[src/x86enc_pkg.sv]
// Types and encoding constants of the x86-64 instruction byte encoder.
`timescale 1ns / 1ps

package x86enc_pkg;

    localparam int TYPE_W     = 5;
    localparam int REG_W      = 4;
    localparam int IMM_W      = 64;
    localparam int BYTE_W     = 8;
    localparam int CNT_W      = 5;
    localparam int LIST_BYTES = 10;
    localparam int MAX_BYTES  = 25;

    typedef enum logic [TYPE_W-1:0] {
        REQ_PUSH     = 5'd0,
        REQ_POP      = 5'd1,
        REQ_RET      = 5'd2,
        REQ_ADD_IMM  = 5'd3,
        REQ_SUB_IMM  = 5'd4,
        REQ_MOV_RR   = 5'd5,
        REQ_XOR_RR   = 5'd6,
        REQ_ADD_RR   = 5'd7,
        REQ_SUB_RR   = 5'd8,
        REQ_MOV_IMM  = 5'd9,
        REQ_FLD      = 5'd10,
        REQ_FMUL     = 5'd11,
        REQ_FADD     = 5'd12,
        REQ_FSUB     = 5'd13,
        REQ_FSTP     = 5'd14,
        REQ_FLD1     = 5'd15,
        REQ_FLDZ     = 5'd16,
        REQ_PROLOGUE = 5'd17,
        REQ_EPILOGUE = 5'd18
    } req_kind_t;

    typedef enum logic [1:0] {
        MODE_LIST     = 2'd0,
        MODE_PROLOGUE = 2'd1,
        MODE_EPILOGUE = 2'd2
    } mode_t;

    typedef struct packed {
        mode_t                              mode;
        logic [CNT_W-1:0]                   len;
        logic [LIST_BYTES-1:0][BYTE_W-1:0]  bytes;
    } desc_t;

    localparam logic [BYTE_W-1:0] OP_REX_B      = 8'h41;
    localparam logic [BYTE_W-1:0] OP_REX_W      = 8'h48;
    localparam logic [BYTE_W-1:0] OP_PUSH       = 8'h50;
    localparam logic [BYTE_W-1:0] OP_POP        = 8'h58;
    localparam logic [BYTE_W-1:0] OP_RET        = 8'hC3;
    localparam logic [BYTE_W-1:0] OP_GRP1_IMM8  = 8'h83;
    localparam logic [BYTE_W-1:0] OP_GRP1_IMM32 = 8'h81;
    localparam logic [BYTE_W-1:0] OP_ADD_RAX    = 8'h05;
    localparam logic [BYTE_W-1:0] OP_SUB_RAX    = 8'h2D;
    localparam logic [BYTE_W-1:0] OP_MOV_RR     = 8'h89;
    localparam logic [BYTE_W-1:0] OP_XOR_RR     = 8'h31;
    localparam logic [BYTE_W-1:0] OP_ADD_RR     = 8'h01;
    localparam logic [BYTE_W-1:0] OP_SUB_RR     = 8'h29;
    localparam logic [BYTE_W-1:0] OP_MOV_IMM32  = 8'hC7;
    localparam logic [BYTE_W-1:0] OP_MOV_IMM64  = 8'hB8;
    localparam logic [BYTE_W-1:0] OP_FPU_DD     = 8'hDD;
    localparam logic [BYTE_W-1:0] OP_FPU_DC     = 8'hDC;
    localparam logic [BYTE_W-1:0] OP_FPU_D9     = 8'hD9;
    localparam logic [BYTE_W-1:0] MODRM_FLD1    = 8'hE8;
    localparam logic [BYTE_W-1:0] MODRM_FLDZ    = 8'hEE;
    localparam logic [BYTE_W-1:0] MODRM_REG     = 8'hC0;
    localparam logic [BYTE_W-1:0] MODRM_ADD     = 8'hC0;
    localparam logic [BYTE_W-1:0] MODRM_SUB     = 8'hE8;
    localparam logic [BYTE_W-1:0] MODRM_SIB     = 8'h04;
    localparam logic [BYTE_W-1:0] MODRM_DISP8   = 8'h45;
    localparam logic [BYTE_W-1:0] SIB_NO_INDEX  = 8'h24;
    localparam logic [BYTE_W-1:0] DISP8_ZERO    = 8'h00;

    localparam logic [2:0] EXT_FLD  = 3'd0;
    localparam logic [2:0] EXT_FMUL = 3'd1;
    localparam logic [2:0] EXT_FADD = 3'd0;
    localparam logic [2:0] EXT_FSUB = 3'd4;
    localparam logic [2:0] EXT_FSTP = 3'd3;

    localparam logic [2:0] REG_LOW_SP = 3'd4;
    localparam logic [2:0] REG_LOW_BP = 3'd5;

    localparam logic [CNT_W-1:0] PROLOGUE_LEN  = 5'd24;
    localparam logic [CNT_W-1:0] EPILOGUE_LEN  = 5'd25;
    localparam logic [CNT_W-1:0] LOW_REG_COUNT = 5'd8;
    localparam logic [CNT_W-1:0] EPI_PAIR_END  = 5'd16;
    localparam logic [CNT_W-1:0] EPI_RET_AT    = 5'd24;

endpackage

[src/x86enc_req_if.sv]
// Request channel: instruction kind, registers and immediate.
`timescale 1ns / 1ps

interface x86enc_req_if import x86enc_pkg::*; ();
    logic                    valid;
    logic                    ready;
    logic [TYPE_W-1:0]       req_type;
    logic [REG_W-1:0]        reg_a;
    logic [REG_W-1:0]        reg_b;
    logic signed [IMM_W-1:0] immediate;

    modport source (output valid, output req_type, output reg_a, output reg_b,
                    output immediate, input ready);
    modport sink   (input valid, input req_type, input reg_a, input reg_b,
                    input immediate, output ready);
endinterface

[src/x86enc_beat_if.sv]
// Result channel: one code byte per beat with count and last marker.
`timescale 1ns / 1ps

interface x86enc_beat_if import x86enc_pkg::*; ();
    logic              valid;
    logic              ready;
    logic [BYTE_W-1:0] code_byte;
    logic [CNT_W-1:0]  byte_count;
    logic              last;

    modport source (output valid, output code_byte, output byte_count, output last,
                    input ready);
    modport sink   (input valid, input code_byte, input byte_count, input last,
                    output ready);
endinterface

[src/x86enc_front.sv]
// Front end: accepts requests and classifies them into byte descriptors.
`timescale 1ns / 1ps

module x86enc_front import x86enc_pkg::*;
(
    input  logic        clk,
    input  logic        rst_n,
    x86enc_req_if.sink  req,
    output desc_t       desc,
    output logic        desc_valid,
    input  logic        desc_ready
);

    desc_t desc_reg, desc_next;
    logic  desc_valid_reg, desc_valid_next;

    desc_t                             cls;
    logic [LIST_BYTES-1:0][BYTE_W-1:0] body;
    logic [CNT_W-1:0]                  body_len;
    logic                              pre;
    logic [2:0]                        low;
    logic                              rex_b;
    logic [31:0]                       lo;
    logic                              imm8_fit;
    logic                              imm32_fit;
    logic                              imm_zero;
    logic                              is_sub;
    logic [BYTE_W-1:0]                 op;
    logic [BYTE_W-1:0]                 modrm_base;
    logic [2:0]                        ext;
    logic                              accept;

    always_comb
    begin
        body       = '0;
        body_len   = '0;
        pre        = 1'b0;
        cls.mode   = MODE_LIST;
        low        = req.reg_a[2:0];
        rex_b      = req.reg_a[3];
        lo         = req.immediate[31:0];
        imm8_fit   = (&lo[31:7]) || !(|lo[31:7]);
        imm32_fit  = (&req.immediate[63:31]) || !(|req.immediate[63:31]);
        imm_zero   = (req.immediate == '0);
        is_sub     = (req.req_type == REQ_SUB_IMM);
        modrm_base = is_sub ? MODRM_SUB : MODRM_ADD;
        op         = '0;
        ext        = '0;

        case (req.req_type)
            REQ_PUSH:
            begin
                pre      = rex_b;
                body[0]  = OP_PUSH | {5'b0, low};
                body_len = 5'd1;
            end
            REQ_POP:
            begin
                pre      = rex_b;
                body[0]  = OP_POP | {5'b0, low};
                body_len = 5'd1;
            end
            REQ_RET:
            begin
                body[0]  = OP_RET;
                body_len = 5'd1;
            end
            REQ_ADD_IMM, REQ_SUB_IMM:
            begin
                body[0] = OP_REX_W | {7'b0, rex_b};
                if (imm8_fit)
                begin
                    body[1]  = OP_GRP1_IMM8;
                    body[2]  = modrm_base | {5'b0, low};
                    body[3]  = lo[7:0];
                    body_len = 5'd4;
                end
                else if (req.reg_a == '0)
                begin
                    body[1] = is_sub ? OP_SUB_RAX : OP_ADD_RAX;
                    for (int i = 0; i < 4; i++)
                    begin
                        body[2+i] = lo[8*i +: 8];
                    end
                    body_len = 5'd6;
                end
                else
                begin
                    body[1] = OP_GRP1_IMM32;
                    body[2] = modrm_base | {5'b0, low};
                    for (int i = 0; i < 4; i++)
                    begin
                        body[3+i] = lo[8*i +: 8];
                    end
                    body_len = 5'd7;
                end
            end
            REQ_MOV_RR, REQ_XOR_RR, REQ_ADD_RR, REQ_SUB_RR:
            begin
                case (req.req_type)
                    REQ_MOV_RR: op = OP_MOV_RR;
                    REQ_XOR_RR: op = OP_XOR_RR;
                    REQ_ADD_RR: op = OP_ADD_RR;
                    default:    op = OP_SUB_RR;
                endcase
                body[0]  = OP_REX_W | {5'b0, req.reg_b[3], 1'b0, rex_b};
                body[1]  = op;
                body[2]  = MODRM_REG | {2'b0, req.reg_b[2:0], low};
                body_len = 5'd3;
            end
            REQ_MOV_IMM:
            begin
                if (imm_zero)
                begin
                    body[0]  = OP_REX_W | {5'b0, rex_b, 1'b0, rex_b};
                    body[1]  = OP_XOR_RR;
                    body[2]  = MODRM_REG | {2'b0, low, low};
                    body_len = 5'd3;
                end
                else if (imm32_fit)
                begin
                    body[0] = OP_REX_W | {7'b0, rex_b};
                    body[1] = OP_MOV_IMM32;
                    body[2] = MODRM_REG | {5'b0, low};
                    for (int i = 0; i < 4; i++)
                    begin
                        body[3+i] = req.immediate[8*i +: 8];
                    end
                    body_len = 5'd7;
                end
                else
                begin
                    body[0] = OP_REX_W | {7'b0, rex_b};
                    body[1] = OP_MOV_IMM64 | {5'b0, low};
                    for (int i = 0; i < 8; i++)
                    begin
                        body[2+i] = req.immediate[8*i +: 8];
                    end
                    body_len = 5'd10;
                end
            end
            REQ_FLD, REQ_FMUL, REQ_FADD, REQ_FSUB, REQ_FSTP:
            begin
                case (req.req_type)
                    REQ_FLD:  begin op = OP_FPU_DD; ext = EXT_FLD;  end
                    REQ_FMUL: begin op = OP_FPU_DC; ext = EXT_FMUL; end
                    REQ_FADD: begin op = OP_FPU_DC; ext = EXT_FADD; end
                    REQ_FSUB: begin op = OP_FPU_DC; ext = EXT_FSUB; end
                    default:  begin op = OP_FPU_DD; ext = EXT_FSTP; end
                endcase
                pre     = rex_b;
                body[0] = op;
                if (low == REG_LOW_SP)
                begin
                    body[1]  = MODRM_SIB | {2'b0, ext, 3'b0};
                    body[2]  = SIB_NO_INDEX;
                    body_len = 5'd3;
                end
                else if (low == REG_LOW_BP)
                begin
                    body[1]  = MODRM_DISP8 | {2'b0, ext, 3'b0};
                    body[2]  = DISP8_ZERO;
                    body_len = 5'd3;
                end
                else
                begin
                    body[1]  = {2'b0, ext, low};
                    body_len = 5'd2;
                end
            end
            REQ_FLD1:
            begin
                body[0]  = OP_FPU_D9;
                body[1]  = MODRM_FLD1;
                body_len = 5'd2;
            end
            REQ_FLDZ:
            begin
                body[0]  = OP_FPU_D9;
                body[1]  = MODRM_FLDZ;
                body_len = 5'd2;
            end
            REQ_PROLOGUE:
            begin
                cls.mode = MODE_PROLOGUE;
                body_len = PROLOGUE_LEN;
            end
            REQ_EPILOGUE:
            begin
                cls.mode = MODE_EPILOGUE;
                body_len = EPILOGUE_LEN;
            end
            default:
            begin
                body_len = '0;
            end
        endcase

        // optional REX.B prefix shifts the body up one byte
        cls.bytes[0] = pre ? OP_REX_B : body[0];
        for (int i = 1; i < LIST_BYTES; i++)
        begin
            cls.bytes[i] = pre ? body[i-1] : body[i];
        end
        cls.len = body_len + {{(CNT_W-1){1'b0}}, pre};
    end

    assign req.ready = !desc_valid_reg || desc_ready;
    assign accept    = req.valid && req.ready;

    always_comb
    begin
        desc_next       = desc_reg;
        desc_valid_next = desc_valid_reg;
        if (accept)
        begin
            desc_next       = cls;
            desc_valid_next = (cls.len != '0);
        end
        else if (desc_ready)
        begin
            desc_valid_next = 1'b0;
        end
    end

    always_ff @(posedge clk or negedge rst_n)
    begin
        if (!rst_n)
        begin
            desc_valid_reg <= 1'b0;
        end
        else
        begin
            desc_valid_reg <= desc_valid_next;
        end
    end

    always_ff @(posedge clk)
    begin
        desc_reg <= desc_next;
    end

    assign desc       = desc_reg;
    assign desc_valid = desc_valid_reg;

endmodule

[src/x86enc_queue.sv]
// Descriptor queue between the front end and the byte sequencer.
`timescale 1ns / 1ps

module x86enc_queue import x86enc_pkg::*;
#(
    parameter int DEPTH = 2
)
(
    input  logic  clk,
    input  logic  rst_n,
    input  logic  push_valid,
    output logic  push_ready,
    input  desc_t push_desc,
    output logic  pop_valid,
    input  logic  pop_ready,
    output desc_t pop_desc
);

    localparam int PTR_W = (DEPTH > 1) ? $clog2(DEPTH) : 1;
    localparam int CNT_Q = $clog2(DEPTH + 1);
    localparam logic [PTR_W-1:0] LAST_PTR = PTR_W'(DEPTH - 1);
    localparam logic [CNT_Q-1:0] FULL_CNT = CNT_Q'(DEPTH);

    desc_t            mem_reg [DEPTH];
    logic [PTR_W-1:0] wr_ptr_reg, wr_ptr_next;
    logic [PTR_W-1:0] rd_ptr_reg, rd_ptr_next;
    logic [CNT_Q-1:0] cnt_reg, cnt_next;
    logic             do_push;
    logic             do_pop;

    assign push_ready = (cnt_reg != FULL_CNT);
    assign pop_valid  = (cnt_reg != '0);
    assign pop_desc   = mem_reg[rd_ptr_reg];
    assign do_push    = push_valid && push_ready;
    assign do_pop     = pop_valid && pop_ready;

    always_comb
    begin
        wr_ptr_next = wr_ptr_reg;
        rd_ptr_next = rd_ptr_reg;
        cnt_next    = cnt_reg;
        if (do_push)
        begin
            wr_ptr_next = (wr_ptr_reg == LAST_PTR) ? '0 : wr_ptr_reg + PTR_W'(1);
        end
        if (do_pop)
        begin
            rd_ptr_next = (rd_ptr_reg == LAST_PTR) ? '0 : rd_ptr_reg + PTR_W'(1);
        end
        case ({do_push, do_pop})
            2'b10:   cnt_next = cnt_reg + CNT_Q'(1);
            2'b01:   cnt_next = cnt_reg - CNT_Q'(1);
            default: cnt_next = cnt_reg;
        endcase
    end

    always_ff @(posedge clk or negedge rst_n)
    begin
        if (!rst_n)
        begin
            wr_ptr_reg <= '0;
            rd_ptr_reg <= '0;
            cnt_reg    <= '0;
        end
        else
        begin
            wr_ptr_reg <= wr_ptr_next;
            rd_ptr_reg <= rd_ptr_next;
            cnt_reg    <= cnt_next;
        end
    end

    always_ff @(posedge clk)
    begin
        if (do_push)
        begin
            mem_reg[wr_ptr_reg] <= push_desc;
        end
    end

endmodule

[src/x86enc_back.sv]
// Back end: steps through a descriptor and drives one code byte per beat.
`timescale 1ns / 1ps

module x86enc_back import x86enc_pkg::*;
(
    input  logic          clk,
    input  logic          rst_n,
    input  desc_t         head,
    input  logic          head_valid,
    output logic          head_pop,
    x86enc_beat_if.source rsp
);

    logic [CNT_W-1:0]  idx_reg, idx_next;
    logic              out_valid_reg, out_valid_next;
    logic [BYTE_W-1:0] byte_reg;
    logic [CNT_W-1:0]  count_reg;
    logic              last_reg;

    logic [BYTE_W-1:0] cur_byte;
    logic [CNT_W-1:0]  off;
    logic              is_last;
    logic              load;

    always_comb
    begin
        off = idx_reg - LOW_REG_COUNT;
        case (head.mode)
            MODE_LIST:
            begin
                cur_byte = head.bytes[idx_reg[3:0]];
            end
            MODE_PROLOGUE:
            begin
                // push rax..rdi, then REX.B + push for r8..r15
                if (idx_reg < LOW_REG_COUNT)
                    cur_byte = OP_PUSH | {5'b0, idx_reg[2:0]};
                else if (off[0])
                    cur_byte = OP_PUSH | {5'b0, off[3:1]};
                else
                    cur_byte = OP_REX_B;
            end
            MODE_EPILOGUE:
            begin
                // pop r15..r8 in pairs, then rdi..rax, then ret
                if (idx_reg < EPI_PAIR_END)
                    cur_byte = idx_reg[0] ? (OP_POP | {5'b0, ~idx_reg[3:1]}) : OP_REX_B;
                else if (idx_reg < EPI_RET_AT)
                    cur_byte = OP_POP | {5'b0, ~idx_reg[2:0]};
                else
                    cur_byte = OP_RET;
            end
            default:
            begin
                cur_byte = OP_RET;
            end
        endcase
    end

    assign is_last  = (idx_reg == head.len - CNT_W'(1));
    assign load     = head_valid && (!out_valid_reg || rsp.ready);
    assign head_pop = load && is_last;

    always_comb
    begin
        idx_next       = idx_reg;
        out_valid_next = out_valid_reg;
        if (load)
        begin
            idx_next       = is_last ? '0 : idx_reg + CNT_W'(1);
            out_valid_next = 1'b1;
        end
        else if (rsp.ready)
        begin
            out_valid_next = 1'b0;
        end
    end

    always_ff @(posedge clk or negedge rst_n)
    begin
        if (!rst_n)
        begin
            idx_reg       <= '0;
            out_valid_reg <= 1'b0;
        end
        else
        begin
            idx_reg       <= idx_next;
            out_valid_reg <= out_valid_next;
        end
    end

    always_ff @(posedge clk)
    begin
        if (load)
        begin
            byte_reg  <= cur_byte;
            count_reg <= head.len;
            last_reg  <= is_last;
        end
    end

    assign rsp.valid      = out_valid_reg;
    assign rsp.code_byte  = byte_reg;
    assign rsp.byte_count = count_reg;
    assign rsp.last       = last_reg;

endmodule

[src/x86_64_instruction_byte_encoder.sv]
// x86-64 instruction byte encoder: top level.
// req channel: one beat names an instruction kind, reg_a, reg_b and a 64-bit
//   immediate. Kinds 19..31 are taken and produce no output beats.
// rsp channel: one beat per machine-code byte, in emission order, each with
//   the request's total byte_count and last set on its final byte.
// Path: the first byte of a request passes the classify register in the
//   front end, a queue entry and the output register of the back end, in
//   that order, before it is valid on rsp.
// Throughput: one output byte per cycle while rsp.ready is high, set by the
//   byte sequencer in the back end; a request gives byte_count bytes (1 to 10
//   for single instructions, 24 for the prologue, 25 for the epilogue), and
//   queued requests follow each other with no gap between their bytes.
// The request side stays ready while the descriptor queue (QUEUE_DEPTH
//   entries) has room, so new requests are taken while bytes stream out.
// When rsp.ready is low the current byte holds; the queue fills, and then
//   req.ready drops until bytes are taken again.
// Reset: rst_n is asynchronous, active low; all queues and the output
//   register empty at once, and no beat is pending after release.
`timescale 1ns / 1ps

module x86_64_instruction_byte_encoder import x86enc_pkg::*;
#(
    parameter int QUEUE_DEPTH = 2
)
(
    input  logic          clk,
    input  logic          rst_n,
    x86enc_req_if.sink    req,
    x86enc_beat_if.source rsp
);

    desc_t front_desc;
    logic  front_valid;
    logic  front_ready;
    desc_t head_desc;
    logic  head_valid;
    logic  head_pop;

    x86enc_front u_front
    (
        .clk        (clk),
        .rst_n      (rst_n),
        .req        (req),
        .desc       (front_desc),
        .desc_valid (front_valid),
        .desc_ready (front_ready)
    );

    x86enc_queue #(.DEPTH(QUEUE_DEPTH)) u_queue
    (
        .clk        (clk),
        .rst_n      (rst_n),
        .push_valid (front_valid),
        .push_ready (front_ready),
        .push_desc  (front_desc),
        .pop_valid  (head_valid),
        .pop_ready  (head_pop),
        .pop_desc   (head_desc)
    );

    x86enc_back u_back
    (
        .clk        (clk),
        .rst_n      (rst_n),
        .head       (head_desc),
        .head_valid (head_valid),
        .head_pop   (head_pop),
        .rsp        (rsp)
    );

endmodule

[src/flat_wrapper.sv]
// flat-port wrapper written by rule: the top's interface ports become plain ports
module x86_64_instruction_byte_encoder_flat import x86enc_pkg::*;
#(
    parameter int QUEUE_DEPTH = 2
)
  (clk, rst_n, req_valid, req_req_type, req_reg_a, req_reg_b, req_immediate, req_ready, rsp_valid, rsp_code_byte, rsp_byte_count, rsp_last, rsp_ready);
  x86enc_req_if req_i ();
  x86enc_beat_if rsp_i ();
  input  logic clk;
  input  logic rst_n;
  input wire logic [$bits(req_i.valid)-1:0] req_valid;
  input wire logic [$bits(req_i.req_type)-1:0] req_req_type;
  input wire logic [$bits(req_i.reg_a)-1:0] req_reg_a;
  input wire logic [$bits(req_i.reg_b)-1:0] req_reg_b;
  input wire logic [$bits(req_i.immediate)-1:0] req_immediate;
  output wire logic [$bits(req_i.ready)-1:0] req_ready;
  output wire logic [$bits(rsp_i.valid)-1:0] rsp_valid;
  output wire logic [$bits(rsp_i.code_byte)-1:0] rsp_code_byte;
  output wire logic [$bits(rsp_i.byte_count)-1:0] rsp_byte_count;
  output wire logic [$bits(rsp_i.last)-1:0] rsp_last;
  input wire logic [$bits(rsp_i.ready)-1:0] rsp_ready;
  assign req_i.valid = req_valid;
  assign req_i.req_type = req_req_type;
  assign req_i.reg_a = req_reg_a;
  assign req_i.reg_b = req_reg_b;
  assign req_i.immediate = req_immediate;
  assign req_ready = req_i.ready;
  assign rsp_valid = rsp_i.valid;
  assign rsp_code_byte = rsp_i.code_byte;
  assign rsp_byte_count = rsp_i.byte_count;
  assign rsp_last = rsp_i.last;
  assign rsp_i.ready = rsp_ready;
  x86_64_instruction_byte_encoder #(.QUEUE_DEPTH(QUEUE_DEPTH)) u_core (.clk(clk), .rst_n(rst_n), .req(req_i), .rsp(rsp_i));
endmodule
[config.mk]
export PLATFORM = sky130hd
export DESIGN_NAME = x86_64_instruction_byte_encoder_flat
export DESIGN_NICKNAME = d
export VERILOG_FILES = /design/src/x86enc_pkg.sv /design/src/x86enc_req_if.sv /design/src/x86enc_beat_if.sv /design/src/x86enc_front.sv /design/src/x86enc_queue.sv /design/src/x86enc_back.sv /design/src/x86_64_instruction_byte_encoder.sv /design/src/flat_wrapper.sv
export SDC_FILE = /design/constraint.sdc
export NUM_CORES = 1
export LEC_CHECK = 0
export ABC_CLOCK_PERIOD_IN_PS = 11000
export BUFFER_PORTS_ARGS = -buffer_cell sky130_fd_sc_hd__buf_4
export CAP_MARGIN = 20
export CORE_UTILIZATION = 31
export CTS_BUF_LIST = sky130_fd_sc_hd__clkbuf_8 sky130_fd_sc_hd__clkbuf_16
export DETAILED_ROUTE_END_ITERATION = 10
export GPL_ROUTABILITY_DRIVEN = 1
export PLACE_DENSITY = 0.57
export SLEW_MARGIN = 0
export SYNTH_ARGS = -nofsm -noshare
export SYNTH_HDL_FRONTEND = slang
export SYNTH_SLANG_ARGS = --single-unit
[constraint.sdc]
create_clock -name clk -period 11 [get_ports clk]
set_input_delay 0.55 -clock clk [delete_from_list [all_inputs] [get_ports clk]]
set_output_delay 0.55 -clock clk [all_outputs]
set_load 0.005 [all_outputs]
### Yosys cells after proc, flatten, opt, wreduce, memory -nomap -nowiden

Memories as Yosys holds them, arrays and structs flattened.
Cells that the tools add are included.

* multiplexer cells: 56
* order comparisons: 4
* add/sub/neg operators: 8
* bitwise logic cells: 3
* equal/unequal tests: 26
* reduce and logical (&&, ||, !) cells: 34

Operators with widths (count)
* 2-to-1 mux 24 bit: 5
* 2-to-1 mux 56 bit: 2
* 2-to-1 mux 8 bit: 13
* zero test 64 bit: 1
* case mux 32 bit (2 select lines): 1
* case mux 8 bit (8 select lines): 1
* case mux 8 bit (3 select lines): 2
* case mux 8 bit (6 select lines): 1
* == test 5 x 4 -> 1 bit (second input constant): 8
* 2-to-1 mux 40 bit: 1
* case mux 5 bit (8 select lines): 1
* AND reduction 33 bit: 1
* OR reduction 33 bit: 1
* binary-select mux 8 bit (select 4 bit): 1
* case mux 8 bit (4 select lines): 1
* 2-to-1 mux 5 bit: 5
* AND reduction 25 bit: 1
* OR reduction 25 bit: 1
* == test 5 x 3 -> 1 bit (second input constant): 4
* == test 5 bit (second input constant): 3
* 2-to-1 mux 14 bit: 1
* 2-to-1 mux 1 bit: 12
* 2-to-1 mux 6 bit: 2
* == test 5 x 2 -> 1 bit (second input constant): 2
* 36 further kinds: 60

* flip-flop bits (word level): 112
* memories: 1
* bits in writable memories: 174

Memories
* u_core.u_queue.mem_reg: depth 2, bits a word 87, rd ports 1, clocked after Yosys merged registers in 0, write ports 1, RTL line x86enc_queue.sv:24 `desc_t mem_reg [DEPTH];`

### Logic depth before layout (Yosys ltp)

* depth after elaboration: 9
* mapped depth: 12
* depth with buffers taken out: 11

### By module

Synthesis repeated with hierarchy kept, for this count alone.

* cell total of the unflattened synthesis: 843
* area, all modules: 12818.5 um2

By module, submodules not included
* x86enc_queue: instances 1, cells each 288, area an instance 6550.0 um2
* x86enc_front: instances 1, cells each 398, area an instance 4478.0 um2
* x86enc_back: instances 1, cells each 157, area an instance 1790.5 um2

### Worst setup path before layout

Ideal clock, no wire load.

* path type: register to register
* from: register u_core.u_queue.cnt_reg[0]
* to: memory u_core.u_queue.mem_reg[0][0] (netlist bit) (enable)
* arrival: 4.334 ns
* stages on the path, launching flop included: 5
* period minus slack after synthesis: 4.865 ns
* path slack: 6.135 ns
* path buffers: 1
* setup time: 0.531 ns
* path through: dfrtp_1 -> clkbuf_1 -> nand2b_1 -> nand2_1 -> nor2_1

* longest elaborated chain between the ends: 4

RTL lines
* start, declared: RTL line x86enc_queue.sv:27 `logic [CNT_Q-1:0] cnt_reg, cnt_next;`
* start signal, assigned: RTL line x86enc_queue.sv:69 `cnt_reg <= cnt_next;`
* != test 2 bit: RTL line x86enc_queue.sv:31 `assign push_ready = (cnt_reg != FULL_CNT);`
* logical AND 1 bit: RTL line x86enc_queue.sv:34 `assign do_push = push_valid && push_ready;`
* 2-to-1 mux 1 bit: RTL line x86enc_queue.sv:75 `if (do_push)`
* 2-to-1 mux 1 bit (not written as such): RTL line x86enc_queue.sv:77 `mem_reg[wr_ptr_reg] <= push_desc;`
* end, declared: RTL line x86enc_queue.sv:24

No other way between the ends.

==> results by group <==
Route
  – Drc violations: 0
  – Via count: about 7400
  – Final wirelength: 29900 um
  – DR WL/cell: between 20 and 25 um
  – Drt first pass iters: 5
  – Routed Antenna Nets: 0
  – 1st-iter DRT viols: 684
  – Vias per Instance: approximately 5.1

Timing
  – WHS: around 0.25 ns
  – Slew @ Worst Pin: 0.973 ns
  – Tmin final: between 3 and 4 ns
  – Slew HR: 0.351
  – Final Setup Violations: 0
  – Setup TNS: 0 ns
  – Setup Skew: between 0.02 and 0.03 ns
  – Max Fclk: roughly 290 MHz
  – Fin crit share: 0.317
  – Slew Limit Fails: 0
  – RSZ-0062 raised after global routing: false
  – Fin. Hold Viols: 0

Worst setup path
  – Req. time, crit path: 11.47 ns
  – WP data arrival: around 4.0 ns
  – Crit Path Max Fanout: 31
  – Worst Setup Start Kind: register
  – CP endpoint kind: register
  – R2R depth: 10
  – Critical path class: reg2reg
  – FF-to-FF End: u_core.u_queue.cnt_reg[1]$_DFFE_PN0P_
  – Launch point of the worst reg-to-reg path: u_core.u_queue.rd_ptr_reg$_DFFE_PN0P_
  – R2r setup slk: 7.51 ns

Placed design
  – Post-detail-place hpwl: about 20000 um
  – IO buf count: 96
  – GPL Wtd Cong: approximately 0.88
  – Placed Cells incl. Taps: 1381

Global route
  – First-pass GRT wire length: ~46000 um
  – Grt ovf: 0
  – Largest net degree at the start of global routing: 59
  – Vias in the first global route: between 7000 and 8000
  – GRT Util Overall: 0.147
  – Initial antenna violation count: 0

Finish
  – Reg area: about 0.0084 sq mm
  – Largest register FFs: ~170
  – NumNets Final: 987
  – Commonest non-fill, non-tap cell in the layout: edfxtp_1
  – Area of the multi-input gates: around 0.0037 sq mm
  – Layout fillers: 3678
  – Layout cell share with drive strength beyond 1: 0.224
  – Area growth, synth to finish: 18.1%
  – Fin cells: 1434
  – Final core utilization: 0.374
  – Commonest non-fill, non-tap cells in the layout: edfxtp_1, buf_4, nand2_1
  – N_diodes: 0

Power
  – Power Dens Cells: about 240 mW/mm^2
  – Lkg Pwr: 0.00516 uW
  – Peak VDD IR: 164 uV
  – Total chip power: between 3000 and 4000 uW

Worst hold path
  – Worst Hold Path Cells: 2
  – Min-delay src: req_valid
  – Worst Hold Path EP: u_core.u_front.desc_valid$_DFFE_PN0P_
  – HP Class: in2reg

Outcome
  – Status: completed

Yosys
  – Syn_area_per_cell: 15.5 sq um
  – Syn Inst Count: 798
  – #FFs+latches synth: about 280
  – Post-synth EDFFs: ~270
  – Synthesized area: approximately 0.012 sq mm
  – Post-synthesis sequential area ratio: 0.684
  – Most area-consuming cells after synthesis: edfxtp_1, mux4_2, dfrtp_1
  – YS warnings: 0
  – Yosys top cell by area: edfxtp_1
  – Post-synth top area share: 0.662
  – Post-Syn Nets: approximately 890
  – Async set-reset flop share out of synthesis: 0.0389
  – Top FF cell, synth: edfxtp_1
  – Post-synth cell types: 74

Floorplan
  – Total die area: around 0.04 sq mm
  – Core area: just under 0.04 sq mm
  – I/O Pins: 97
  – Initial Util: 0.317
  – Die Ht: 202 um
  – Die Width: between 200 and 250 um
  – Site Rows: 72

Clock tree
  – H-tree depth: 1
  – Max clock buf depth: 3
  – Clock buffers created by TritonCTS: 30
  – Post-CTS Setup Bufs: 0
  – Resized cells post-CTS: 0
  – Root Driver: clkbuf_16
  – TritonCTS clock tree: yes
  – Clock sink total: about 280
  – Worst-path clk slew: roughly 0.06 ns
  – Clock Latency Late Sink: approximately 0.56 ns

Flow run
  – # Max-Cap Violations: 0
-- what timing repair did --
| item | in CTS | in global routing |
|---|---|---|
| endpoints found under the hold margin | 11 | 0 |
| endpoints found under the setup margin | 0 | 0 |
| hold buffers | 1 | 0 |
-- Yosys cell counts, types with 9 or more instances --
master and instances:
o21ai_0 22, nor4_1 18, nand4_1 16, a22o_1 30
a21oi_1 38, clkbuf_1 24, nand2_1 58, mux4_2 39
mux2i_1 23, nand3_1 11, dfrtp_1 11, and2_1 19
nor2_1 34, ha_1 10, edfxtp_1 272, xnor2_1 9
inv_1 15
-- per-stage QoR --
step | instance area (sq um) | worst slack, ns
2_1_floorplan | 12300 | 6.13
3_3_place_gp | 13600 | 7.00
3_5_place_dp | 13600 | 6.94
4_1_cts | 14600 | 7.37
5_1_grt | 14600 | 7.04
6_report | 14600 | 7.51
-- worst max-delay path by stage --
stage,from,endpoint,cells after the start
2_1_floorplan,u_core.u_queue.cnt_reg[0]$_DFFE_PN0P_,u_core.u_queue.mem_reg[0][0]$_DFFE_PP_,4
3_3_place_gp,req_immediate[40],u_core.u_front.desc_valid$_DFFE_PN0P_,11
3_5_place_dp,req_immediate[40],u_core.u_front.desc_valid$_DFFE_PN0P_,11
4_1_cts,u_core.u_queue.rd_ptr_reg$_DFFE_PN0P_,u_core.u_queue.cnt_reg[1]$_DFFE_PN0P_,10
5_1_grt,u_core.u_queue.rd_ptr_reg$_DFFE_PN0P_,u_core.u_back.idx_reg[2]$_DFFE_PN0P_,9
6_report,u_core.u_queue.rd_ptr_reg$_DFFE_PN0P_,u_core.u_queue.cnt_reg[1]$_DFFE_PN0P_,10
-- report_power, final --
| part | switching (uW) | internal (uW) | total (uW) |
|---|---|---|---|
| sequential | 121 | 1490 | 1610 |
| clock | 401 | 564 | 965 |
| combinational | 495 | 363 | 858 |
| total | 1020 | 2420 | 3440 |
-- kinds of logic after synthesis --
| logic type | after synthesis | share of synthesized area |
|---|---|---|
| xor+xnor | 15 | 0.0106 |
| flops | 283 | 0.684 |
| fa+ha+maj | 10 | 0.0101 |
| simple gates | 204 | 0.0878 |
| buf+inv | 56 | 0.0198 |
| mux | 65 | 0.0926 |
| compound gates | 165 | 0.0947 |
-- worst max-delay path: stages (launching register included) --
cell and delay (ns):
dfrtp_2 0.73, buf_4 0.68, mux2i_1 0.52, inv_1 0.11, nor2_1 0.10, a21oi_1 0.05, a2bb2oi_1 0.17, nor4_1 0.40
ha_1 0.35, nor2_1 0.14, xor2_1 0.14
-- metal layers --
layer	wire length [um]	GRT usage	up-vias
met3	1720	0.0228	46
met5	0	0	-
met4	767	0.0422	0
met1	13500	0.210	3666
met2	13900	0.233	264
li1	-	-	3397
-- layout make-up --
type | instances | share of cell area
inverters | 16 | 0.00412
flip-flops and latches | 283 | 0.580
multi-input cells | 459 | 0.252
clock inverters | 22 | 0.0138
repair buffers | 106 | 0.0548
clock buffers | 30 | 0.0515
well taps | 518 | 0.0445
Note: power is estimated with default switching activity, not from simulation.
